--- src/hw/rtl/etcc_pkg.sv ---
`timescale 1ns / 1ps
`default_nettype none
// ----------------------------------------------------------------------------
// etcc_pkg: shared types and constants for the ellipsoid clearance check
// Word formats, table entry layout, microcode control word and datapath
// control/status bundles.
// ----------------------------------------------------------------------------
package etcc_pkg;

    localparam int MAX_THREATS_DEF = 32;

    localparam int COORD_W = 20;   // signed coordinate, 1/16 m
    localparam int AXIS_W  = 16;   // unsigned semi-axis, 1/16 m
    localparam int SLOT_W  = 5;
    localparam int COUNT_W = 6;    // threat_count register
    localparam int HIT_W   = 5;
    localparam int DIFF_W  = 20;   // |p - c| always fits in 20 bits
    localparam int SQ_W    = 2 * DIFF_W;
    localparam int OPND_W  = 32;
    localparam int PROD_W  = 2 * OPND_W;
    // lhs < 3 * 2^104, rhs < 2^96: signed difference fits in 108 bits
    localparam int ACC_W   = 108;
    localparam int PC_W    = 5;

    localparam logic OP_LOAD  = 1'b0;
    localparam logic OP_QUERY = 1'b1;

    typedef struct packed {
        logic                      op;
        logic [SLOT_W-1:0]         slot;
        logic signed [COORD_W-1:0] pos_x;
        logic signed [COORD_W-1:0] pos_y;
        logic signed [COORD_W-1:0] pos_z;
        logic [AXIS_W-1:0]         semi_a;
        logic [AXIS_W-1:0]         semi_b;
        logic [AXIS_W-1:0]         semi_c;
    } in_word_t;

    typedef struct packed {
        logic             safe;
        logic [HIT_W-1:0] hit_index;
    } out_word_t;

    typedef struct packed {
        logic signed [COORD_W-1:0] cx;
        logic signed [COORD_W-1:0] cy;
        logic signed [COORD_W-1:0] cz;
        logic [AXIS_W-1:0]         a;
        logic [AXIS_W-1:0]         b;
        logic [AXIS_W-1:0]         c;
    } threat_ent_t;

    // Sequencer operation of one microcode step
    typedef enum logic [2:0] {
        SEQ_WAIT,       // take input words, stay until a query arrives
        SEQ_NEXT,       // fall through
        SEQ_JUMP,       // go to target
        SEQ_TEST,       // all entries done: go to target, else fall through
        SEQ_CHECK,      // inside: fall through, else bump index, go to target
        SEQ_EMIT_HIT,   // post a hit result when the output is free
        SEQ_EMIT_SAFE   // post a safe result when the output is free
    } seq_op_t;

    // Multiplier operand sources, 32 bits each
    typedef enum logic [4:0] {
        OPD_ZERO,
        OPD_A, OPD_B, OPD_C,
        OPD_DX, OPD_DY, OPD_DZ,
        OPD_A2, OPD_B2, OPD_C2,
        OPD_AB_LO, OPD_AB_HI,
        OPD_AC_LO, OPD_AC_HI,
        OPD_BC_LO, OPD_BC_HI,
        OPD_DX2_LO, OPD_DX2_HI,
        OPD_DY2_LO, OPD_DY2_HI,
        OPD_DZ2_LO, OPD_DZ2_HI
    } opnd_t;

    // Destination of the previous step's product
    typedef enum logic [3:0] {
        DST_NONE,
        DST_A2, DST_B2, DST_C2,
        DST_AB, DST_AC, DST_BC,
        DST_DX2, DST_DY2, DST_DZ2
    } dst_t;

    typedef enum logic [1:0] {
        ACC_HOLD,
        ACC_CLR,
        ACC_ADD,
        ACC_SUB
    } acc_op_t;

    typedef enum logic [1:0] {
        SH_0,
        SH_32,
        SH_64
    } shift_t;

    typedef struct packed {
        seq_op_t         seq;
        logic [PC_W-1:0] target;
        logic            rd_en;
        logic            ld_diff;
        opnd_t           opa;
        opnd_t           opb;
        dst_t            dst;
        acc_op_t         acc;
        shift_t          shift;
    } ctrl_word_t;

    typedef struct packed {
        logic    mem_we;
        logic    pt_ld;
        logic    rd_en;
        logic    ld_diff;
        opnd_t   opa;
        opnd_t   opb;
        dst_t    dst;
        acc_op_t acc;
        shift_t  shift;
    } dp_ctrl_t;

    typedef struct packed {
        logic acc_neg;
    } dp_stat_t;

endpackage
`default_nettype wire

--- src/hw/rtl/etcc_seq.sv ---
`timescale 1ns / 1ps
`default_nettype none
// ----------------------------------------------------------------------------
// etcc_seq: step counter, entry counter and result register
// Runs the microprogram, takes input words at the wait step, and posts
// results into an output register that the consumer drains.
// ----------------------------------------------------------------------------
module etcc_seq #(
    parameter  int MAX_THREATS = etcc_pkg::MAX_THREATS_DEF,
    localparam int IDX_W       = (MAX_THREATS > 1) ? $clog2(MAX_THREATS) : 1,
    localparam int CNT_W       = $clog2(MAX_THREATS + 1)
) (
    input  wire logic                            aclk,
    input  wire logic                            aresetn,
    input  wire logic                            cfg_we,
    input  wire logic [etcc_pkg::COUNT_W-1:0]    cfg_wdata,
    input  wire logic                            s_valid,
    output logic                                 s_ready,
    input  wire logic                            s_op,
    input  wire logic [etcc_pkg::SLOT_W-1:0]     s_slot,
    output logic                                 m_valid,
    input  wire logic                            m_ready,
    output etcc_pkg::out_word_t                  m_data,
    input  wire etcc_pkg::ctrl_word_t            uc,
    output logic [etcc_pkg::PC_W-1:0]            pc,
    input  wire etcc_pkg::dp_stat_t              stat,
    output etcc_pkg::dp_ctrl_t                   ctrl,
    output logic [IDX_W-1:0]                     wr_addr,
    output logic [IDX_W-1:0]                     rd_addr
);

    logic [etcc_pkg::PC_W-1:0]    pc_reg, pc_next;
    logic [CNT_W-1:0]             idx_reg, idx_next;
    logic [CNT_W-1:0]             n_reg, n_next;
    logic [etcc_pkg::COUNT_W-1:0] count_reg;
    logic                         m_valid_reg, m_valid_next;
    etcc_pkg::out_word_t          m_data_reg, m_data_next;
    logic                         accept;
    logic                         is_query;
    logic                         slot_ok;
    logic                         out_free;

    assign s_ready  = (uc.seq == etcc_pkg::SEQ_WAIT);
    assign accept   = s_valid && s_ready;
    assign is_query = (s_op == etcc_pkg::OP_QUERY);
    assign slot_ok  = (32'(s_slot) < 32'(MAX_THREATS));
    assign out_free = !m_valid_reg || m_ready;

    // Drive the datapath from the current control word
    always_comb begin
        ctrl.mem_we  = accept && !is_query && slot_ok;
        ctrl.pt_ld   = accept && is_query;
        ctrl.rd_en   = uc.rd_en;
        ctrl.ld_diff = uc.ld_diff;
        ctrl.opa     = uc.opa;
        ctrl.opb     = uc.opb;
        ctrl.dst     = uc.dst;
        ctrl.acc     = uc.acc;
        ctrl.shift   = uc.shift;
        wr_addr      = IDX_W'(s_slot);
        rd_addr      = idx_reg[IDX_W-1:0];
    end

    // Clamp the entry count at query start
    always_comb begin
        if (32'(count_reg) > 32'(MAX_THREATS)) begin
            n_next = CNT_W'(MAX_THREATS);
        end else begin
            n_next = CNT_W'(count_reg);
        end
    end

    // Step and entry sequencing, result posting
    always_comb begin
        pc_next      = pc_reg;
        idx_next     = idx_reg;
        m_valid_next = m_valid_reg && !m_ready;
        m_data_next  = m_data_reg;
        unique case (uc.seq)
            etcc_pkg::SEQ_WAIT: begin
                if (accept && is_query) begin
                    pc_next  = etcc_pkg::PC_W'(pc_reg + 1'b1);
                    idx_next = '0;
                end
            end
            etcc_pkg::SEQ_NEXT: begin
                pc_next = etcc_pkg::PC_W'(pc_reg + 1'b1);
            end
            etcc_pkg::SEQ_JUMP: begin
                pc_next = uc.target;
            end
            etcc_pkg::SEQ_TEST: begin
                if (idx_reg >= n_reg) begin
                    pc_next = uc.target;
                end else begin
                    pc_next = etcc_pkg::PC_W'(pc_reg + 1'b1);
                end
            end
            etcc_pkg::SEQ_CHECK: begin
                if (stat.acc_neg) begin
                    pc_next = etcc_pkg::PC_W'(pc_reg + 1'b1);
                end else begin
                    pc_next  = uc.target;
                    idx_next = CNT_W'(idx_reg + 1'b1);
                end
            end
            etcc_pkg::SEQ_EMIT_HIT: begin
                if (out_free) begin
                    pc_next               = uc.target;
                    m_valid_next          = 1'b1;
                    m_data_next.safe      = 1'b0;
                    m_data_next.hit_index = etcc_pkg::HIT_W'(idx_reg);
                end
            end
            etcc_pkg::SEQ_EMIT_SAFE: begin
                if (out_free) begin
                    pc_next               = uc.target;
                    m_valid_next          = 1'b1;
                    m_data_next.safe      = 1'b1;
                    m_data_next.hit_index = '0;
                end
            end
            default: begin
                pc_next = uc.target;
            end
        endcase
    end

    always_ff @(posedge aclk) begin
        if (!aresetn) begin
            pc_reg      <= '0;
            idx_reg     <= '0;
            n_reg       <= '0;
            count_reg   <= '0;
            m_valid_reg <= 1'b0;
        end else begin
            pc_reg      <= pc_next;
            idx_reg     <= idx_next;
            m_valid_reg <= m_valid_next;
            if (accept && is_query) begin
                n_reg <= n_next;
            end
            if (cfg_we) begin
                count_reg <= cfg_wdata;
            end
        end
    end

    // Result payload
    always_ff @(posedge aclk) begin
        m_data_reg <= m_data_next;
    end

    assign pc      = pc_reg;
    assign m_valid = m_valid_reg;
    assign m_data  = m_data_reg;

endmodule
`default_nettype wire

--- config.mk ---
export PLATFORM = sky130hd
export DESIGN_NAME = etcc_seq
export DESIGN_NICKNAME = d
export VERILOG_FILES = /design/src/hw/rtl/etcc_pkg.sv /design/src/hw/rtl/etcc_seq.sv
export SDC_FILE = /design/constraint.sdc
export NUM_CORES = 1
export LEC_CHECK = 0
export BUFFER_PORTS_ARGS = -buffer_cell sky130_fd_sc_hd__clkbuf_2
export CELL_PAD_IN_SITES_DETAIL_PLACEMENT = 2
export CELL_PAD_IN_SITES_GLOBAL_PLACEMENT = 2
export CORE_ASPECT_RATIO = 1.5
export CORE_MARGIN = 1
export CORE_UTILIZATION = 28
export CTS_BUF_LIST = sky130_fd_sc_hd__clkbuf_2
export DETAILED_ROUTE_END_ITERATION = 6
export PLACE_DENSITY_LB_ADDON = 0.1
export SETUP_SLACK_MARGIN = 0.5
export SYNTH_ARGS = -nofsm -noshare
export SYNTH_HDL_FRONTEND = slang
export SYNTH_SLANG_ARGS = --single-unit
--- constraint.sdc ---
create_clock -name aclk -period 3.5 [get_ports aclk]
set_clock_uncertainty 0.05 [all_clocks]
set_input_delay 0.7 -clock aclk [delete_from_list [all_inputs] [get_ports aclk]]
set_output_delay 0.7 -clock aclk [all_outputs]
set_load 0.1 [all_outputs]
-- After elaboration in Yosys (flattened, before gate mapping)
Index checks and enable logic that the tools add are counted.
- bits in registers: 30
- output and inout port bits: 45
- bits of input ports: 46
- word-level logic and storage cells: 50
- $add $sub $neg: 2
- $lt $le $gt $ge: 2
- reductions and logical operators: 15
- multiplexer cells: 14
- equality and inequality tests: 10
- operator list (kind ; number):
    6-bit 2-to-1 mux ; 5
    5-bit one-hot mux with 5 select lines ; 1
    6-bit one-hot mux with 2 select lines ; 2
    5-bit 2-to-1 mux ; 4
    3-bit == test, second input constant ; 3
    6-bit by 1-bit adder with 6-bit output, second input constant ; 1
    6-bit >= comparator ; 1
    6-bit > comparator, second input constant ; 1
    2-bit inequality test, second input constant ; 3
    3-bit AND reduction ; 2
    5-bit by 1-bit adder with 5-bit output, second input constant ; 1
    1-bit logical AND ; 4
    2-bit by 1-bit inequality test with 1-bit output, second input constant ; 2
    2-bit nonzero test ; 2
    3-bit by 1-bit == test with 1-bit output, second input constant ; 1
    3-bit by 2-bit == test with 1-bit output, second input constant ; 1
    1-bit logical NOT ; 3
    3-bit logical NOT ; 1
    1-bit 2-to-1 mux ; 2
    2-bit AND reduction ; 1
    2-bit OR reduction ; 1
    1-bit logical OR ; 1

-- Depth between registers and ports, before layout
- depth after elaboration: 5
- mapped depth: 7
- depth with buffers taken out: 7

-- Least setup slack after synthesis
No wires, ideal clock.
- kind: input -> output
- start point: input uc[27] (netlist bit)
- end point: output ctrl[21] (netlist bit)
- data arrival time: 3074 ps
- slack: -324 ps
- path buffers: 0
- data required time: 2750 ps
- stages on the path: 2
- path through: nor3_2 > and3b_1
- RTL lines (element ; line ; RTL):
    from (decl) ; etcc_seq.sv:24 ; input wire etcc_pkg::ctrl_word_t uc,
    to (decl) ; etcc_seq.sv:27 ; output etcc_pkg::dp_ctrl_t ctrl,

==> results.yml <==
run_status:
  status: "finished clean"
clocking:
  cts_buffer_depth: 2
  postCtsSetupBuffers: 0
  cts.sink_count: 30
  hold_buffers: 0
  clk_pin_slew_worst_paths_ns: 0.14
  cts_htree_levels: 2
  ctsResizeCount: 0
  cts-root-buf: "clkbuf_2"
  cts_tree: "yes"
  numCtsBuffers: 5
  clock_latency_ns: 0.37
power_and_ir_drop:
  ir_worst_vdd_mv: 0.145
  cellLeakagePower_nw: 0.840
  power_density_nw_per_um2: 385
  p_total_mw: 0.715
placed_design:
  gp_congestion: 0.721
  place_inst: 276
  dpl.hpwl_um: 3690
  io_buffer_count: 40
  dpl-instance-area_sq_um: 1820
floorplan:
  dieArea_sq_um: 6640
  core_sq_um: 6130
  num_rows: 35
  die_height_um: 99.3
  start_util: 0.288
  io_pins: 91
  die_w_um: 66.9
min_path:
  worstHoldStart: "n_reg[4]$_SDFFE_PN0P_"
  min_path_type: "reg -> reg"
  hold_depth: 2
  hold_end: "n_reg[4]$_SDFFE_PN0P_"
critical_path:
  crit_buf_inv: 3
  endpoint_kind: "output port"
  reg2reg_to: "pc[1]$_SDFFE_PN0P_"
  reg2reg_setup_slack_ns: 1.38
  required_ns: 2.75
  reg2reg_depth: 7
  timing.rr.start: "idx_reg[0]$_SDFFE_PN0P_"
  path_max_fanout: 12
  critPathKind: "in -> out"
  cpPeakStageDelay_ns: 0.46
  crit_path_frequent_cell: "clkbuf_2"
  cpMaxStageDelayCell: "clkbuf_2"
  path_cells: "clkbuf_2, nor3_4, nand3_2, inv_6, clkbuf_2"
  cp-start-kind: "input port"
  crit_arrival_ns: 1.99
  critPathTopFamily: "buffers and inverters"
route:
  highest_layer: "met4"
  met3WireLength_um: 197
  ant_nets: 0
  via_per_inst: 5.01
  wl_met2_um: 2570
  wire_per_inst_um: 16.1
  drc: 0
  wl_met1_um: 1670
  vias: 1417
  drtPass1Iterations: 4
  dr.first_iter.drc_count: 9
  drt_wl_total_um: 4550
synth:
  syn_area_per_cell_sq_um: 9.01
  synth_seq_cells: 30
  ys.flop_type: "dfxtp_1"
  synthDistinctLibCells: 45
  synthesis.area_sq_um: 1770
  syn_nets: 250
  synth_cells: 196
  yosys_warnings: 0
  synth_edf_count: 6
  async_flop_share: 0
  ys_seq_area_frac: 0.374
timing:
  slew_headroom: 0.525
  hold_viol: 0
  max_freq_mhz: 364
  finalSetupTns_ns: 0
  setup_viol: 0
  worst_pin_slew_ns: 0.712
  rsz0062_at_grt: "false"
  fin_crit_sh: 0.784
  fin_crit_ns: 2.74
  final_max_slew_viol_count: 0
global_routing:
  antenna_found_initial: 0
  grt.total_usage: 0.150
  grt_first_pass_wirelength_um: 7500
  grt_max_degree: 17
  grt.overflow.total: 0
  grt_pass1_vias: 1569
layout:
  antenna_cells: 0
  fin_nets: 263
  final_common_cell: "clkbuf_2"
  design_area_sq_um: 1860
  layout-drive-gt1-share: 0.263
  final_util: 0.303
  area_delta_synth_final_pct: 5.17
  fin_cells: 283
  layout_common_cells: "clkbuf_2 (46), dfxtp_1 (24), nor2_1 (19)"
job:
  cap_violations: 0
-- worst min-delay path, delay by kind of cell (launching register included) --
kind             cells  cell delay [ns]
AO/OA/AOI/OAI        1             0.05
flip-flops           1             0.34
AND/OR/NAND/NOR      1             0.05
-- layout make-up --
cell class,instances,area (sq um)
clock buffer,6,30.0
multi-input combinational,121,825
inverter,11,46.3
timing repair buffer,40,200
clock inverter,1,3.75
fill,741,4270
sequential,30,661
tap,74,92.6
-- synth_stat cells, types with 2 or more instances --
master / instances / area [sq um]
mux2i_1: 6 / 60.1
nand4_1: 4 / 25.0
a41oi_1: 2 / 17.5
nand3_1: 8 / 40.0
and2_1: 4 / 25.0
ha_1: 8 / 100
and3_1: 4 / 25.0
dfxtp_1: 24 / 480
o221ai_1: 2 / 17.5
and2b_1: 2 / 15.0
xor2_1: 4 / 35.0
o22ai_1: 3 / 18.8
nor2_1: 19 / 71.3
nand3b_1: 2 / 15.0
o21ai_0: 4 / 20.0
nor4_1: 2 / 12.5
edfxtp_1: 6 / 180
nand2_1: 16 / 60.1
nor2b_1: 3 / 18.8
inv_1: 10 / 37.5
or3_1: 2 / 12.5
buf_6: 2 / 22.5
nand2b_1: 2 / 12.5
buf_4: 30 / 225
a21oi_1: 5 / 25.0
a31oi_1: 2 / 12.5
clkbuf_1: 2 / 7.51
-- logic make-up (layout without fill, tap and decap cells) --
| group | Yosys count | count (layout) | share of synthesized area |
|---|---|---|---|
| muxes | 6 | 6 | 0.0340 |
| and+or+nand+nor | 75 | 75 | 0.218 |
| AOI/OAI and AO/OA | 27 | 27 | 0.120 |
| adders and majority gates | 8 | 8 | 0.0567 |
| DFF | 30 | 30 | 0.374 |
| buffers and inverters | 45 | 58 | 0.168 |
| xor gates and xnor gates | 5 | 5 | 0.0290 |
-- worst max path at each step --
| stage | start | end | slack, ns | cells after the start |
|---|---|---|---|---|
| floorplan | uc[25] | ctrl[21] | 0.54 | 2 |
| global placement | uc[27] | ctrl[20] | 0.78 | 5 |
| detailed placement | uc[27] | ctrl[20] | 0.72 | 5 |
| CTS | uc[27] | ctrl[20] | 0.73 | 5 |
| global route | uc[27] | ctrl[20] | 0.66 | 5 |
| finish | uc[27] | ctrl[20] | 0.76 | 5 |
-- per-layer routing --
metal / track usage / vias to the layer above
met3: 0.0470 / 12
met1: 0.142 / 685
li1: - / 675
met4: 0.0687 / 0
met5: 0 / -
met2: 0.281 / 45
-- where the power goes --
group / leakage, nW / internal [mW] / switching (mW)
Clock: 0.0265 / 0.0466 / 0.122
Combinational: 0.560 / 0.0382 / 0.129
Sequential: 0.254 / 0.367 / 0.0113
Total: 0.840 / 0.452 / 0.262
-- stage by stage --
| step | setup WS (ns) | hold WS [ns] |
|---|---|---|
| 2_1_floorplan | 0.545 | 0.382 |
| 3_3_place_gp | 0.777 | 0.401 |
| 3_5_place_dp | 0.725 | 0.406 |
| 4_1_cts | 0.727 | 0.424 |
| 5_1_grt | 0.660 | 0.448 |
| 6_report | 0.755 | 0.416 |
Power figures use the tool's default switching activity.
