**src/hw/rtl/etcc_pkg.sv**
```systemverilog
`timescale 1ns / 1ps
`default_nettype none
// ----------------------------------------------------------------------------
// etcc_pkg: shared types and constants for the ellipsoid clearance check
// Word formats, table entry layout, microcode control word and datapath
// control/status bundles.
// ----------------------------------------------------------------------------
package etcc_pkg;

    localparam int MAX_THREATS_DEF = 32;

    localparam int COORD_W = 20;   // signed coordinate, 1/16 m
    localparam int AXIS_W  = 16;   // unsigned semi-axis, 1/16 m
    localparam int SLOT_W  = 5;
    localparam int COUNT_W = 6;    // threat_count register
    localparam int HIT_W   = 5;
    localparam int DIFF_W  = 20;   // |p - c| always fits in 20 bits
    localparam int SQ_W    = 2 * DIFF_W;
    localparam int OPND_W  = 32;
    localparam int PROD_W  = 2 * OPND_W;
    // lhs < 3 * 2^104, rhs < 2^96: signed difference fits in 108 bits
    localparam int ACC_W   = 108;
    localparam int PC_W    = 5;

    localparam logic OP_LOAD  = 1'b0;
    localparam logic OP_QUERY = 1'b1;

    typedef struct packed {
        logic                      op;
        logic [SLOT_W-1:0]         slot;
        logic signed [COORD_W-1:0] pos_x;
        logic signed [COORD_W-1:0] pos_y;
        logic signed [COORD_W-1:0] pos_z;
        logic [AXIS_W-1:0]         semi_a;
        logic [AXIS_W-1:0]         semi_b;
        logic [AXIS_W-1:0]         semi_c;
    } in_word_t;

    typedef struct packed {
        logic             safe;
        logic [HIT_W-1:0] hit_index;
    } out_word_t;

    typedef struct packed {
        logic signed [COORD_W-1:0] cx;
        logic signed [COORD_W-1:0] cy;
        logic signed [COORD_W-1:0] cz;
        logic [AXIS_W-1:0]         a;
        logic [AXIS_W-1:0]         b;
        logic [AXIS_W-1:0]         c;
    } threat_ent_t;

    // Sequencer operation of one microcode step
    typedef enum logic [2:0] {
        SEQ_WAIT,       // take input words, stay until a query arrives
        SEQ_NEXT,       // fall through
        SEQ_JUMP,       // go to target
        SEQ_TEST,       // all entries done: go to target, else fall through
        SEQ_CHECK,      // inside: fall through, else bump index, go to target
        SEQ_EMIT_HIT,   // post a hit result when the output is free
        SEQ_EMIT_SAFE   // post a safe result when the output is free
    } seq_op_t;

    // Multiplier operand sources, 32 bits each
    typedef enum logic [4:0] {
        OPD_ZERO,
        OPD_A, OPD_B, OPD_C,
        OPD_DX, OPD_DY, OPD_DZ,
        OPD_A2, OPD_B2, OPD_C2,
        OPD_AB_LO, OPD_AB_HI,
        OPD_AC_LO, OPD_AC_HI,
        OPD_BC_LO, OPD_BC_HI,
        OPD_DX2_LO, OPD_DX2_HI,
        OPD_DY2_LO, OPD_DY2_HI,
        OPD_DZ2_LO, OPD_DZ2_HI
    } opnd_t;

    // Destination of the previous step's product
    typedef enum logic [3:0] {
        DST_NONE,
        DST_A2, DST_B2, DST_C2,
        DST_AB, DST_AC, DST_BC,
        DST_DX2, DST_DY2, DST_DZ2
    } dst_t;

    typedef enum logic [1:0] {
        ACC_HOLD,
        ACC_CLR,
        ACC_ADD,
        ACC_SUB
    } acc_op_t;

    typedef enum logic [1:0] {
        SH_0,
        SH_32,
        SH_64
    } shift_t;

    typedef struct packed {
        seq_op_t         seq;
        logic [PC_W-1:0] target;
        logic            rd_en;
        logic            ld_diff;
        opnd_t           opa;
        opnd_t           opb;
        dst_t            dst;
        acc_op_t         acc;
        shift_t          shift;
    } ctrl_word_t;

    typedef struct packed {
        logic    mem_we;
        logic    pt_ld;
        logic    rd_en;
        logic    ld_diff;
        opnd_t   opa;
        opnd_t   opb;
        dst_t    dst;
        acc_op_t acc;
        shift_t  shift;
    } dp_ctrl_t;

    typedef struct packed {
        logic acc_neg;
    } dp_stat_t;

endpackage
`default_nettype wire

```
**src/hw/rtl/etcc_ucode_rom.sv**
```systemverilog
`timescale 1ns / 1ps
`default_nettype none
// ----------------------------------------------------------------------------
// etcc_ucode_rom: microprogram of the clearance check
// One control word per step. The multiply fields act in the current step;
// the dst and acc fields consume the product of the previous step.
// ----------------------------------------------------------------------------
module etcc_ucode_rom (
    input  wire logic [etcc_pkg::PC_W-1:0] pc,
    output etcc_pkg::ctrl_word_t           uc
);

    localparam logic [etcc_pkg::PC_W-1:0] PC_WAIT = etcc_pkg::PC_W'(0);
    localparam logic [etcc_pkg::PC_W-1:0] PC_TEST = etcc_pkg::PC_W'(1);
    localparam logic [etcc_pkg::PC_W-1:0] PC_SAFE = etcc_pkg::PC_W'(28);

    function automatic etcc_pkg::ctrl_word_t uw(
        input etcc_pkg::seq_op_t          seq,
        input logic [etcc_pkg::PC_W-1:0]  target,
        input logic                       rd_en,
        input logic                       ld_diff,
        input etcc_pkg::opnd_t            opa,
        input etcc_pkg::opnd_t            opb,
        input etcc_pkg::dst_t             dst,
        input etcc_pkg::acc_op_t          acc,
        input etcc_pkg::shift_t           shift
    );
        etcc_pkg::ctrl_word_t w;
        w.seq     = seq;
        w.target  = target;
        w.rd_en   = rd_en;
        w.ld_diff = ld_diff;
        w.opa     = opa;
        w.opb     = opb;
        w.dst     = dst;
        w.acc     = acc;
        w.shift   = shift;
        return w;
    endfunction

    // Plain multiply step: product into the previous step's destination
    function automatic etcc_pkg::ctrl_word_t mul(
        input etcc_pkg::opnd_t   opa,
        input etcc_pkg::opnd_t   opb,
        input etcc_pkg::dst_t    dst,
        input etcc_pkg::acc_op_t acc,
        input etcc_pkg::shift_t  shift
    );
        return uw(etcc_pkg::SEQ_NEXT, PC_WAIT, 1'b0, 1'b0, opa, opb, dst, acc, shift);
    endfunction

    // Program: squares, pairwise products, then lhs - rhs in 32-bit limbs
    always_comb begin
        unique case (pc)
            5'd0:  uc = uw(etcc_pkg::SEQ_WAIT, PC_WAIT, 1'b0, 1'b0, etcc_pkg::OPD_ZERO,
                           etcc_pkg::OPD_ZERO, etcc_pkg::DST_NONE, etcc_pkg::ACC_HOLD,
                           etcc_pkg::SH_0);
            5'd1:  uc = uw(etcc_pkg::SEQ_TEST, PC_SAFE, 1'b1, 1'b0, etcc_pkg::OPD_ZERO,
                           etcc_pkg::OPD_ZERO, etcc_pkg::DST_NONE, etcc_pkg::ACC_HOLD,
                           etcc_pkg::SH_0);
            5'd2:  uc = uw(etcc_pkg::SEQ_NEXT, PC_WAIT, 1'b0, 1'b1, etcc_pkg::OPD_A,
                           etcc_pkg::OPD_A, etcc_pkg::DST_NONE, etcc_pkg::ACC_CLR,
                           etcc_pkg::SH_0);
            5'd3:  uc = mul(etcc_pkg::OPD_B, etcc_pkg::OPD_B, etcc_pkg::DST_A2,
                            etcc_pkg::ACC_HOLD, etcc_pkg::SH_0);
            5'd4:  uc = mul(etcc_pkg::OPD_C, etcc_pkg::OPD_C, etcc_pkg::DST_B2,
                            etcc_pkg::ACC_HOLD, etcc_pkg::SH_0);
            5'd5:  uc = mul(etcc_pkg::OPD_DX, etcc_pkg::OPD_DX, etcc_pkg::DST_C2,
                            etcc_pkg::ACC_HOLD, etcc_pkg::SH_0);
            5'd6:  uc = mul(etcc_pkg::OPD_DY, etcc_pkg::OPD_DY, etcc_pkg::DST_DX2,
                            etcc_pkg::ACC_HOLD, etcc_pkg::SH_0);
            5'd7:  uc = mul(etcc_pkg::OPD_DZ, etcc_pkg::OPD_DZ, etcc_pkg::DST_DY2,
                            etcc_pkg::ACC_HOLD, etcc_pkg::SH_0);
            5'd8:  uc = mul(etcc_pkg::OPD_A2, etcc_pkg::OPD_B2, etcc_pkg::DST_DZ2,
                            etcc_pkg::ACC_HOLD, etcc_pkg::SH_0);
            5'd9:  uc = mul(etcc_pkg::OPD_A2, etcc_pkg::OPD_C2, etcc_pkg::DST_AB,
                            etcc_pkg::ACC_HOLD, etcc_pkg::SH_0);
            5'd10: uc = mul(etcc_pkg::OPD_B2, etcc_pkg::OPD_C2, etcc_pkg::DST_AC,
                            etcc_pkg::ACC_HOLD, etcc_pkg::SH_0);
            // dy^2 * a^2 c^2
            5'd11: uc = mul(etcc_pkg::OPD_DY2_LO, etcc_pkg::OPD_AC_LO, etcc_pkg::DST_BC,
                            etcc_pkg::ACC_HOLD, etcc_pkg::SH_0);
            5'd12: uc = mul(etcc_pkg::OPD_DY2_LO, etcc_pkg::OPD_AC_HI, etcc_pkg::DST_NONE,
                            etcc_pkg::ACC_ADD, etcc_pkg::SH_0);
            5'd13: uc = mul(etcc_pkg::OPD_DY2_HI, etcc_pkg::OPD_AC_LO, etcc_pkg::DST_NONE,
                            etcc_pkg::ACC_ADD, etcc_pkg::SH_32);
            5'd14: uc = mul(etcc_pkg::OPD_DY2_HI, etcc_pkg::OPD_AC_HI, etcc_pkg::DST_NONE,
                            etcc_pkg::ACC_ADD, etcc_pkg::SH_32);
            // dx^2 * b^2 c^2
            5'd15: uc = mul(etcc_pkg::OPD_DX2_LO, etcc_pkg::OPD_BC_LO, etcc_pkg::DST_NONE,
                            etcc_pkg::ACC_ADD, etcc_pkg::SH_64);
            5'd16: uc = mul(etcc_pkg::OPD_DX2_LO, etcc_pkg::OPD_BC_HI, etcc_pkg::DST_NONE,
                            etcc_pkg::ACC_ADD, etcc_pkg::SH_0);
            5'd17: uc = mul(etcc_pkg::OPD_DX2_HI, etcc_pkg::OPD_BC_LO, etcc_pkg::DST_NONE,
                            etcc_pkg::ACC_ADD, etcc_pkg::SH_32);
            5'd18: uc = mul(etcc_pkg::OPD_DX2_HI, etcc_pkg::OPD_BC_HI, etcc_pkg::DST_NONE,
                            etcc_pkg::ACC_ADD, etcc_pkg::SH_32);
            // dz^2 * a^2 b^2
            5'd19: uc = mul(etcc_pkg::OPD_DZ2_LO, etcc_pkg::OPD_AB_LO, etcc_pkg::DST_NONE,
                            etcc_pkg::ACC_ADD, etcc_pkg::SH_64);
            5'd20: uc = mul(etcc_pkg::OPD_DZ2_LO, etcc_pkg::OPD_AB_HI, etcc_pkg::DST_NONE,
                            etcc_pkg::ACC_ADD, etcc_pkg::SH_0);
            5'd21: uc = mul(etcc_pkg::OPD_DZ2_HI, etcc_pkg::OPD_AB_LO, etcc_pkg::DST_NONE,
                            etcc_pkg::ACC_ADD, etcc_pkg::SH_32);
            5'd22: uc = mul(etcc_pkg::OPD_DZ2_HI, etcc_pkg::OPD_AB_HI, etcc_pkg::DST_NONE,
                            etcc_pkg::ACC_ADD, etcc_pkg::SH_32);
            // subtract a^2 b^2 c^2
            5'd23: uc = mul(etcc_pkg::OPD_AB_LO, etcc_pkg::OPD_C2, etcc_pkg::DST_NONE,
                            etcc_pkg::ACC_ADD, etcc_pkg::SH_64);
            5'd24: uc = mul(etcc_pkg::OPD_AB_HI, etcc_pkg::OPD_C2, etcc_pkg::DST_NONE,
                            etcc_pkg::ACC_SUB, etcc_pkg::SH_0);
            5'd25: uc = mul(etcc_pkg::OPD_ZERO, etcc_pkg::OPD_ZERO, etcc_pkg::DST_NONE,
                            etcc_pkg::ACC_SUB, etcc_pkg::SH_32);
            5'd26: uc = uw(etcc_pkg::SEQ_CHECK, PC_TEST, 1'b0, 1'b0, etcc_pkg::OPD_ZERO,
                           etcc_pkg::OPD_ZERO, etcc_pkg::DST_NONE, etcc_pkg::ACC_HOLD,
                           etcc_pkg::SH_0);
            5'd27: uc = uw(etcc_pkg::SEQ_EMIT_HIT, PC_WAIT, 1'b0, 1'b0, etcc_pkg::OPD_ZERO,
                           etcc_pkg::OPD_ZERO, etcc_pkg::DST_NONE, etcc_pkg::ACC_HOLD,
                           etcc_pkg::SH_0);
            5'd28: uc = uw(etcc_pkg::SEQ_EMIT_SAFE, PC_WAIT, 1'b0, 1'b0, etcc_pkg::OPD_ZERO,
                           etcc_pkg::OPD_ZERO, etcc_pkg::DST_NONE, etcc_pkg::ACC_HOLD,
                           etcc_pkg::SH_0);
            default: uc = uw(etcc_pkg::SEQ_JUMP, PC_WAIT, 1'b0, 1'b0, etcc_pkg::OPD_ZERO,
                             etcc_pkg::OPD_ZERO, etcc_pkg::DST_NONE, etcc_pkg::ACC_HOLD,
                             etcc_pkg::SH_0);
        endcase
    end

endmodule
`default_nettype wire

```
**config.mk**
```make
export PLATFORM = sky130hd
export DESIGN_NAME = etcc_ucode_rom
export DESIGN_NICKNAME = d
export VERILOG_FILES = /design/src/hw/rtl/etcc_pkg.sv /design/src/hw/rtl/etcc_ucode_rom.sv
export SDC_FILE = /design/constraint.sdc
export NUM_CORES = 1
export LEC_CHECK = 0
export BUFFER_PORTS_ARGS = -buffer_cell sky130_fd_sc_hd__buf_2
export CAP_MARGIN = 10
export CELL_PAD_IN_SITES_DETAIL_PLACEMENT = 0
export CELL_PAD_IN_SITES_GLOBAL_PLACEMENT = 1
export CORE_MARGIN = 2
export CORE_UTILIZATION = 34
export DETAILED_ROUTE_END_ITERATION = 10
export PLACE_DENSITY_LB_ADDON = 0.08
export SETUP_SLACK_MARGIN = 0.2
export SYNTH_ARGS = -nofsm -noshare
export SYNTH_HDL_FRONTEND = slang
export SYNTH_SLANG_ARGS = --single-unit
```
**constraint.sdc**
```tcl
create_clock -name vclk -period 1.15
set_input_delay 0.0575 -clock vclk [all_inputs]
set_output_delay 0.0575 -clock vclk [all_outputs]
set_load 0.05 [all_outputs]
```
==> flow_summary.toml, run 1 <==
[run_status]
error = "[ERROR DPL-0038] Utilization greater than 100%, impossible to legalize"
stop_stage = "5_1_grt"
run_status = "aborted with a tool error"

[synth]
synthTopCellsByArea = "ha_1 11%, buf_4 8.9%, nor2_1 6.1%"
synth_common_cells = "11 x nor2_1, 8 x buf_4, 6 x a21oi_1, 6 x ha_1, 6 x inv_1"
ys_types = 39
synth_area_um2 = 677
synth_area_leader_cell = "ha_1"
postSynthAreaPerCell_um2 = 7.20
ys_seq_area_frac = 0
yosysWarnings = 0
netlist_instances = 94
post-synth-top-area-fraction = 0.111
synth_most_common_cell = "nor2_1"

[grt]
grt_max_degree = 14

[die]
rows = 16
start_util = 0.352
ios = 33
dieWidth_um = 48.6
fp.dieH_um = 48.6

[placed_design]
place_area_mm2 = 0.00139
place_ws_ns = -0.307
gp_congestion = 0.824
portBuffers = 31
dp_hpwl_mm = 2.08

[timing]
worst_endpoint = "uc[8]"
worstEndpointType = "output port"
[per-stage QoR]
step / std cells / utilization / setup TNS [ns]
after floorplan: 95 / - / -0.358
after global placement: 181 / 0.723 / -4.60
after detailed placement: 181 / 0.723 / -4.98
after CTS: 189 / 0.939 / -0.987
[repair_timing]
| action | in CTS |
|---|---|
| pin swaps | 12 |
| gates resized for setup | 94 |
| setup endpoints to repair | 26 |
| hold buffers | 0 |
| buffers inserted | 8 |
[logic make-up after synthesis]
family,share of synthesized area
multiplexers,0.0832
AO/OA/AOI/OAI,0.305
adder cells (fa/ha/maj),0.111
AND/OR/NAND/NOR,0.323
other,0.00554
buffers and inverters,0.172
==> run 2, diff against run 1 <==
==> config.mk (replaced) <==
export PLATFORM = sky130hd
export DESIGN_NAME = etcc_ucode_rom
export DESIGN_NICKNAME = d
export VERILOG_FILES = /design/src/hw/rtl/etcc_pkg.sv /design/src/hw/rtl/etcc_ucode_rom.sv
export SDC_FILE = /design/constraint.sdc
export NUM_CORES = 1
export LEC_CHECK = 0
export BUFFER_PORTS_ARGS = -buffer_cell sky130_fd_sc_hd__buf_2
export CAP_MARGIN = 10
export CORE_AREA = 2 2 63 65
export DETAILED_ROUTE_END_ITERATION = 10
export DIE_AREA = 0 0 65 67
export PLACE_DENSITY_LB_ADDON = 0.15
export SYNTH_ARGS = -nofsm -noshare
export SYNTH_HDL_FRONTEND = slang
export SYNTH_SLANG_ARGS = --single-unit
==> flow_summary.toml, run 2 <==
[synth]
synth_common_cells = "11 x nor2_1, 8 x buf_4, 6 x a21oi_1, 6 x ha_1, 6 x inv_1"
synth_area_um2 = 677
synth_most_common_cell = "nor2_1"
yosysWarnings = 0
synth_fa_ha_area_frac = 0.111
synth_top_family_by_area = "simple AND/OR/NAND/NOR gates"
netlist_instances = 94
synth-xor-area-share = 0
post-synth-top-area-fraction = 0.111
synth-simple-area-share = 0.323
synthTopCellsByArea = "ha_1 11%, buf_4 8.9%, nor2_1 6.1%"
ys_seq_area_frac = 0
synth_compound_area_frac = 0.305
ys_types = 39
muxShareOfSynthArea = 0.0832
postSynthAreaPerCell_um2 = 7.20
synth_area_leader_cell = "ha_1"

[hold_path]
hp-start = "pc[3]"
min_path_type = "primary input to output pin"
hold_depth = 4
min_to = "uc[18]"

[layout]
clkbuf_count = 0
ff_latch_area_um2 = 0
layout_common_cells = "39 x buf_4, 25 x buf_6, 9 x nor2_2"
fin_area_mm2 = 0.00170
layout_commonest_cell = "buf_4"
drive_above_1_share = 0.813
nets = 173
insertedDiodeCount = 0
seq_cell_count = 0
synthToLayoutAreaGrowth_pct = 150

[run_status]
run_status = "complete, but fails checks"
violations = "negative setup slack"

[grt]
grt_use_total = 0.123
grt_pass1_wl_mm = 4.26
grt_pass1_vias = 890
grt_overflow = 0
grt_max_degree = 19
antenna_found_initial = 0

[timing]
fin_tns_setup_ns = -0.737
fin_ws_ns = -0.135
fin_hold_ws_ns = 0.601
fmax_ghz = 0.778
finalCritPeriodShare = 1.12
final_max_slew_viol_count = 0
hold_violations = 0
grt_setup_unrepaired = "yes"
setup_viol = 13
min_period_ns = 1.28

[die]
ios = 33
fp.dieH_um = 67
start_util = 0.188
fp.coreArea_mm2 = 0.00361
dieWidth_um = 65
dieArea_mm2 = 0.00436
rows = 22

[routing]
wire_per_inst_um = 13.7
vias = 935
route.detailed.drc = 0
drt-initial-drc-count = 15
first_pass_iters = 4
drtAntennaViolNets = 0
via_per_inst = 4.50
wl_mm = 2.85

[critical_path]
worst_setup_path_start_kind = "primary input"
cp_max_fo = 4
arrival_ns = 1.23
crit_path_top_delay_cell = "a211o_4"
cp.required_ns = 1.09
crit_type = "primary input to output pin"
critPathCaptureType = "output pin"
slowest_delay_ns = 0.27
crit_chain = "buf_12 > inv_8 > ha_4 > and2b_1 > a32o_2 > a211o_4 > buf_8"

[placed_design]
portBuffers = 31
gp_congestion = 0.807
place_ws_ns = -0.406
place_area_mm2 = 0.00126
dp_hpwl_mm = 2.12

[power]
power_density_mw_per_mm2 = 511
ir_drop_uv = 240
total_power_mw = 0.867
p_leak_nw = 0.755

[job]
max_cap_violations = 0

[cts]
hold_buffers = 0
## run 2: cell counts after synthesis
Identical to the previous run, type by type.
## run 2: how the worst max path moves through the flow
stage                     cells past startpoint  endpoint   from
after floorplan                               5    uc[26]  pc[1]
final                                         7    uc[13]  pc[0]
after global routing                          7    uc[13]  pc[0]
after detailed placement                      6    uc[14]  pc[1]
after global placement                        6    uc[14]  pc[1]
after CTS                                     7    uc[13]  pc[1]
## run 2: layer usage
metal  GRT usage  routed length, um  vias up  part of all wire
met1       0.157               1190      442              0.42
met2       0.235               1550       20              0.54
met4     0.00798                 42        0             0.015
met5           0                  0        -                 0
met3     0.00676                 74        5             0.026
li1            -                  -      468                 -
## run 2: final cells by class
| class | count | area (um2) |
|---|---|---|
| fillers | 362 | 1910 |
| multi-input cells | 78 | 846 |
| repair buffers | 76 | 739 |
| well taps | 48 | 60.1 |
| inverters | 6 | 50.0 |
## run 2: critical path: cells and delay by family
| kind | cells | cell delay, ns |
|---|---|---|
| AO/OA/AOI/OAI | 2 | 0.50 |
| adder cells (fa/ha/maj) | 1 | 0.20 |
| buffers and inverters | 3 | 0.31 |
| AND/OR/NAND/NOR | 1 | 0.17 |
## run 2: logic make-up after synthesis
group,after synthesis
AND/OR/NAND/NOR,36
AO/OA/AOI/OAI,29
buffers and inverters,17
adder cells (fa/ha/maj),6
multiplexers,5
other,1
## run 2: metrics by stage
stage | util | std cells
6_report | 0.470 | 208
5_1_grt | 0.470 | 208
4_1_cts | 0.440 | 206
3_5_place_dp | 0.350 | 202
3_3_place_gp | 0.350 | 202
2_1_floorplan | - | 95
## run 2: timing repair
action | in CTS | in global routing
cloned | 0 | 0
setup endpoints to repair | 26 | 24
buffers inserted | 4 | 2
pin swaps | 12 | 11
gates resized for setup | 77 | 25
## run 2: power by group
group / internal [mW] / leakage, nW / total, mW / switching (mW)
Clock: 0 / 0 / 0 / 0
Combinational: 0.390 / 0.755 / 0.867 / 0.477
Sequential: 0 / 0 / 0 / 0
No activity file was read; power rests on OpenSTA's default activity.
==> run 3, diff against run 2 <==
==> constraint.sdc (replaced) <==
create_clock -name vclk -period 1.3
set_input_delay 0.065 -clock vclk [all_inputs]
set_output_delay 0.065 -clock vclk [all_outputs]
set_load 0.05 [all_outputs]
==> flow_summary.toml, run 3 (same netlist as run 2, synthesis figures left out) <==
[run_status]
run_status = "complete, but fails checks"
violations = "negative setup slack"

[layout]
ff_latch_area_um2 = 0
clkbuf_count = 0
final.fill_count = 378
nets = 163
layout_common_cells = "38 x buf_4, 14 x buf_2, 8 x nor2_1"
multiInputGateArea_um2 = 734
seq_cell_count = 0
final_cells = 198
layout_commonest_cell = "buf_4"
insertedDiodeCount = 0
drive_above_1_share = 0.687
synthToLayoutAreaGrowth_pct = 97.4

[die]
rows = 22
dieArea_mm2 = 0.00436
start_util = 0.188
fp.coreArea_mm2 = 0.00361
fp.dieH_um = 67
ios = 33
dieWidth_um = 65

[routing]
first_pass_iters = 4
vias = 873
drt-initial-drc-count = 17
wl_mm = 2.55
drtAntennaViolNets = 0
route.detailed.drc = 0
via_per_inst = 4.41
wire_per_inst_um = 12.9

[critical_path]
crit_type = "primary input to output pin"
cp_max_fo = 5
arrival_ns = 1.26
cp.required_ns = 1.24
worst_setup_path_start_kind = "primary input"
critPathCaptureType = "output pin"

[timing]
min_period_ns = 1.32
finalCritPeriodShare = 1.02
final_max_slew_viol_count = 0
hold_violations = 0
fin_ws_ns = -0.0228
setup_viol = 1
grt_setup_unrepaired = "yes"
fmax_ghz = 0.756
fin_hold_ws_ns = 0.655

[power]
total_power_mw = 0.639
ir_drop_uv = 141
p_leak_nw = 0.643
power_density_mw_per_mm2 = 478

[grt]
grt_max_degree = 14
grt_use_total = 0.121
grt_overflow = 0
antenna_found_initial = 0
grt_pass1_vias = 834
grt_pass1_wl_mm = 4.21

[placed_design]
dp_hpwl_mm = 1.98
place_ws_ns = -0.237
portBuffers = 31
dp.cells = 195
gp_congestion = 0.793

[cts]
hold_buffers = 0

[job]
max_cap_violations = 0

[hold_path]
min_path_type = "primary input to output pin"
[run 3: cell types whose count changed in the layout (fill, tap and decap cells not counted), moves of 2 or more]
cell      before  now
buf_12         4    0
buf_6         25    7
nand2b_1       1    3
clkbuf_4       2    4
nor2_2         9    5
nor2_1         3    8
buf_2          2   14
inv_6          0    2
[run 3: what timing repair did]
| item | 4_1_cts | 5_1_grt |
|---|---|---|
| endpoints found under the hold margin | 0 | 0 |
| resized for setup | 28 | 23 |
| endpoints found under the setup margin | 15 | 21 |
| buffers inserted | 3 | 0 |
| pin swaps | 3 | 8 |
[run 3: final cells by class]
cell class                 count  share of cell area
inverter                       6              0.0243
multi-input combinational     78               0.550
tap                           48              0.0449
timing repair buffer          66               0.381
[run 3: through the flow]
step	TNS [ns]	utilization	cell area (um2)
final	-0.0228	0.371	1340
after global routing	-0.140	0.371	1340
after CTS	-0.0530	0.344	1240
after detailed placement	-1.35	0.313	1130
after global placement	-1.11	0.313	1130
after floorplan	-0.0788	-	768
[run 3: metal layers]
| layer | global-route usage | vias up | share of wire |
|---|---|---|---|
| met5 | 0 | - | 0 |
| met4 | 0 | 0 | 0 |
| met3 | 0.00676 | 0 | 0.027 |
| met2 | 0.222 | 18 | 0.53 |
| met1 | 0.165 | 415 | 0.44 |
| li1 | - | 440 | - |
[run 3: path summary, 6_finish.rpt]
kind | start | to | depth (start not counted)
hold / removal | pc[2] | uc[26] | 3
setup / recovery | pc[1] | uc[13] | 7
[run 3: critical path, cell delays in order]
cell,delay (ns)
buf_8,0.09
inv_6,0.03
ha_4,0.24
and2b_1,0.17
a32o_1,0.21
a211o_2,0.29
buf_8,0.16
[run 3: report_power, final]
part | internal (mW) | switching (mW) | leakage [nW] | total, mW
Clock | 0 | 0 | 0 | 0
Sequential | 0 | 0 | 0 | 0
Combinational | 0.261 | 0.378 | 0.643 | 0.639
==> run 4, diff against run 3 <==
--- a/config.mk
+++ b/config.mk
@@ -11,6 +11,7 @@
 export DETAILED_ROUTE_END_ITERATION = 10
 export DIE_AREA = 0 0 65 67
 export PLACE_DENSITY_LB_ADDON = 0.15
+export SKIP_LAST_GASP = 1
 export SYNTH_ARGS = -nofsm -noshare
 export SYNTH_HDL_FRONTEND = slang
 export SYNTH_SLANG_ARGS = --single-unit
==> flow_summary.toml, run 4 (same netlist as run 2, synthesis figures left out) <==
[routing]
drtAntennaViolNets = 0
first_pass_iters = 4
route.detailed.drc = 0
drt-initial-drc-count = 17
wl_mm = 2.55
vias = 873
wire_per_inst_um = 12.9
via_per_inst = 4.41

[die]
fp.coreArea_mm2 = 0.00361
ios = 33
rows = 22
fp.dieH_um = 67
dieWidth_um = 65
dieArea_mm2 = 0.00436
start_util = 0.188

[hold_path]
min_path_type = "primary input to output pin"
hp-start = "pc[2]"

[layout]
clkbuf_count = 0
insertedDiodeCount = 0
drive_above_1_share = 0.687
final_cells = 198
ff_latch_area_um2 = 0
nets = 163
layout_common_cells = "38 x buf_4, 14 x buf_2, 8 x nor2_1, 8 x buf_6, 5 x nor2_2"
seq_cell_count = 0
layout_commonest_cell = "buf_4"
synthToLayoutAreaGrowth_pct = 96.9

[timing]
finalCritPeriodShare = 1.02
fin_hold_ws_ns = 0.655
setup_viol = 1
grt_setup_unrepaired = "yes"
fin_ws_ns = -0.0228
fmax_ghz = 0.756
final_max_slew_viol_count = 0
min_period_ns = 1.32
hold_violations = 0

[critical_path]
cp_max_fo = 5
cp.required_ns = 1.24
crit_start = "pc[1]"
critPathCaptureType = "output pin"
arrival_ns = 1.26
crit_type = "primary input to output pin"
worst_setup_path_start_kind = "primary input"

[grt]
grt_use_total = 0.121
grt_overflow = 0
antenna_found_initial = 0
grt_max_degree = 14
grt_pass1_vias = 834
grt_pass1_wl_mm = 4.21

[job]
max_cap_violations = 0

[power]
power_density_mw_per_mm2 = 478
p_leak_nw = 0.642
ir_drop_uv = 141

[placed_design]
gp_congestion = 0.793
dp.cells = 195
portBuffers = 31
place_ws_ns = -0.237
dp_hpwl_mm = 1.98

[run_status]
violations = "negative setup slack"
run_status = "complete, but fails checks"
==> run 4: cell counts in the layout (fill, tap and decap cells not counted) <==
No cell type changed its count.
==> run 4: path summary, 6_finish.rpt <==
check                 slack, ns  cells past startpoint     end
worst max-delay path      -0.02                      7  uc[13]
worst min-delay path       0.66                      3  uc[26]
==> run 4: stage by stage <==
stage / power, mW / instance area [um2] / TNS, ns / util
detailed placement: 0.548 / 1130 / -1.35 / 0.313
global placement: 0.549 / 1130 / -1.11 / 0.313
CTS: 0.605 / 1240 / -0.0530 / 0.344
floorplan: 0.400 / 768 / -0.0788 / -
finish: 0.638 / 1330 / -0.0228 / 0.370
global route: 0.678 / 1330 / -0.150 / 0.370
==> run 4: layout make-up <==
cell class	count	area [um2]
fill	379	2270
inverter	6	32.5
multi-input combinational	78	734
tap	48	60.1
timing repair buffer	66	505
==> run 4: worst max-delay path, cell delays in order <==
cell and delay, ns:
buf_8 0.09, inv_6 0.03, ha_4 0.24, and2b_1 0.17, a32o_1 0.21, a211o_2 0.29
buf_8 0.16
==> run 4: what timing repair did <==
item,CTS,global route
hold buffers,0,0
setup endpoints to repair,15,21
resized for setup,28,22
pin swaps,3,8
gates cloned,0,0
buffers inserted,3,0
==> run 4: power by group <==
| group | switching (mW) | leakage, nW | internal (mW) |
|---|---|---|---|
| Clock | 0 | 0 | 0 |
| Combinational | 0.378 | 0.642 | 0.260 |
| Sequential | 0 | 0 | 0 |
==> run 4: layer usage <==
| metal | GRT usage | routed length, um | vias up |
|---|---|---|---|
| li1 | - | - | 440 |
| met1 | 0.165 | 1130 | 415 |
| met2 | 0.222 | 1350 | 18 |
| met3 | 0.00676 | 69 | 0 |
| met4 | 0 | 0 | 0 |
| met5 | 0 | 0 | - |
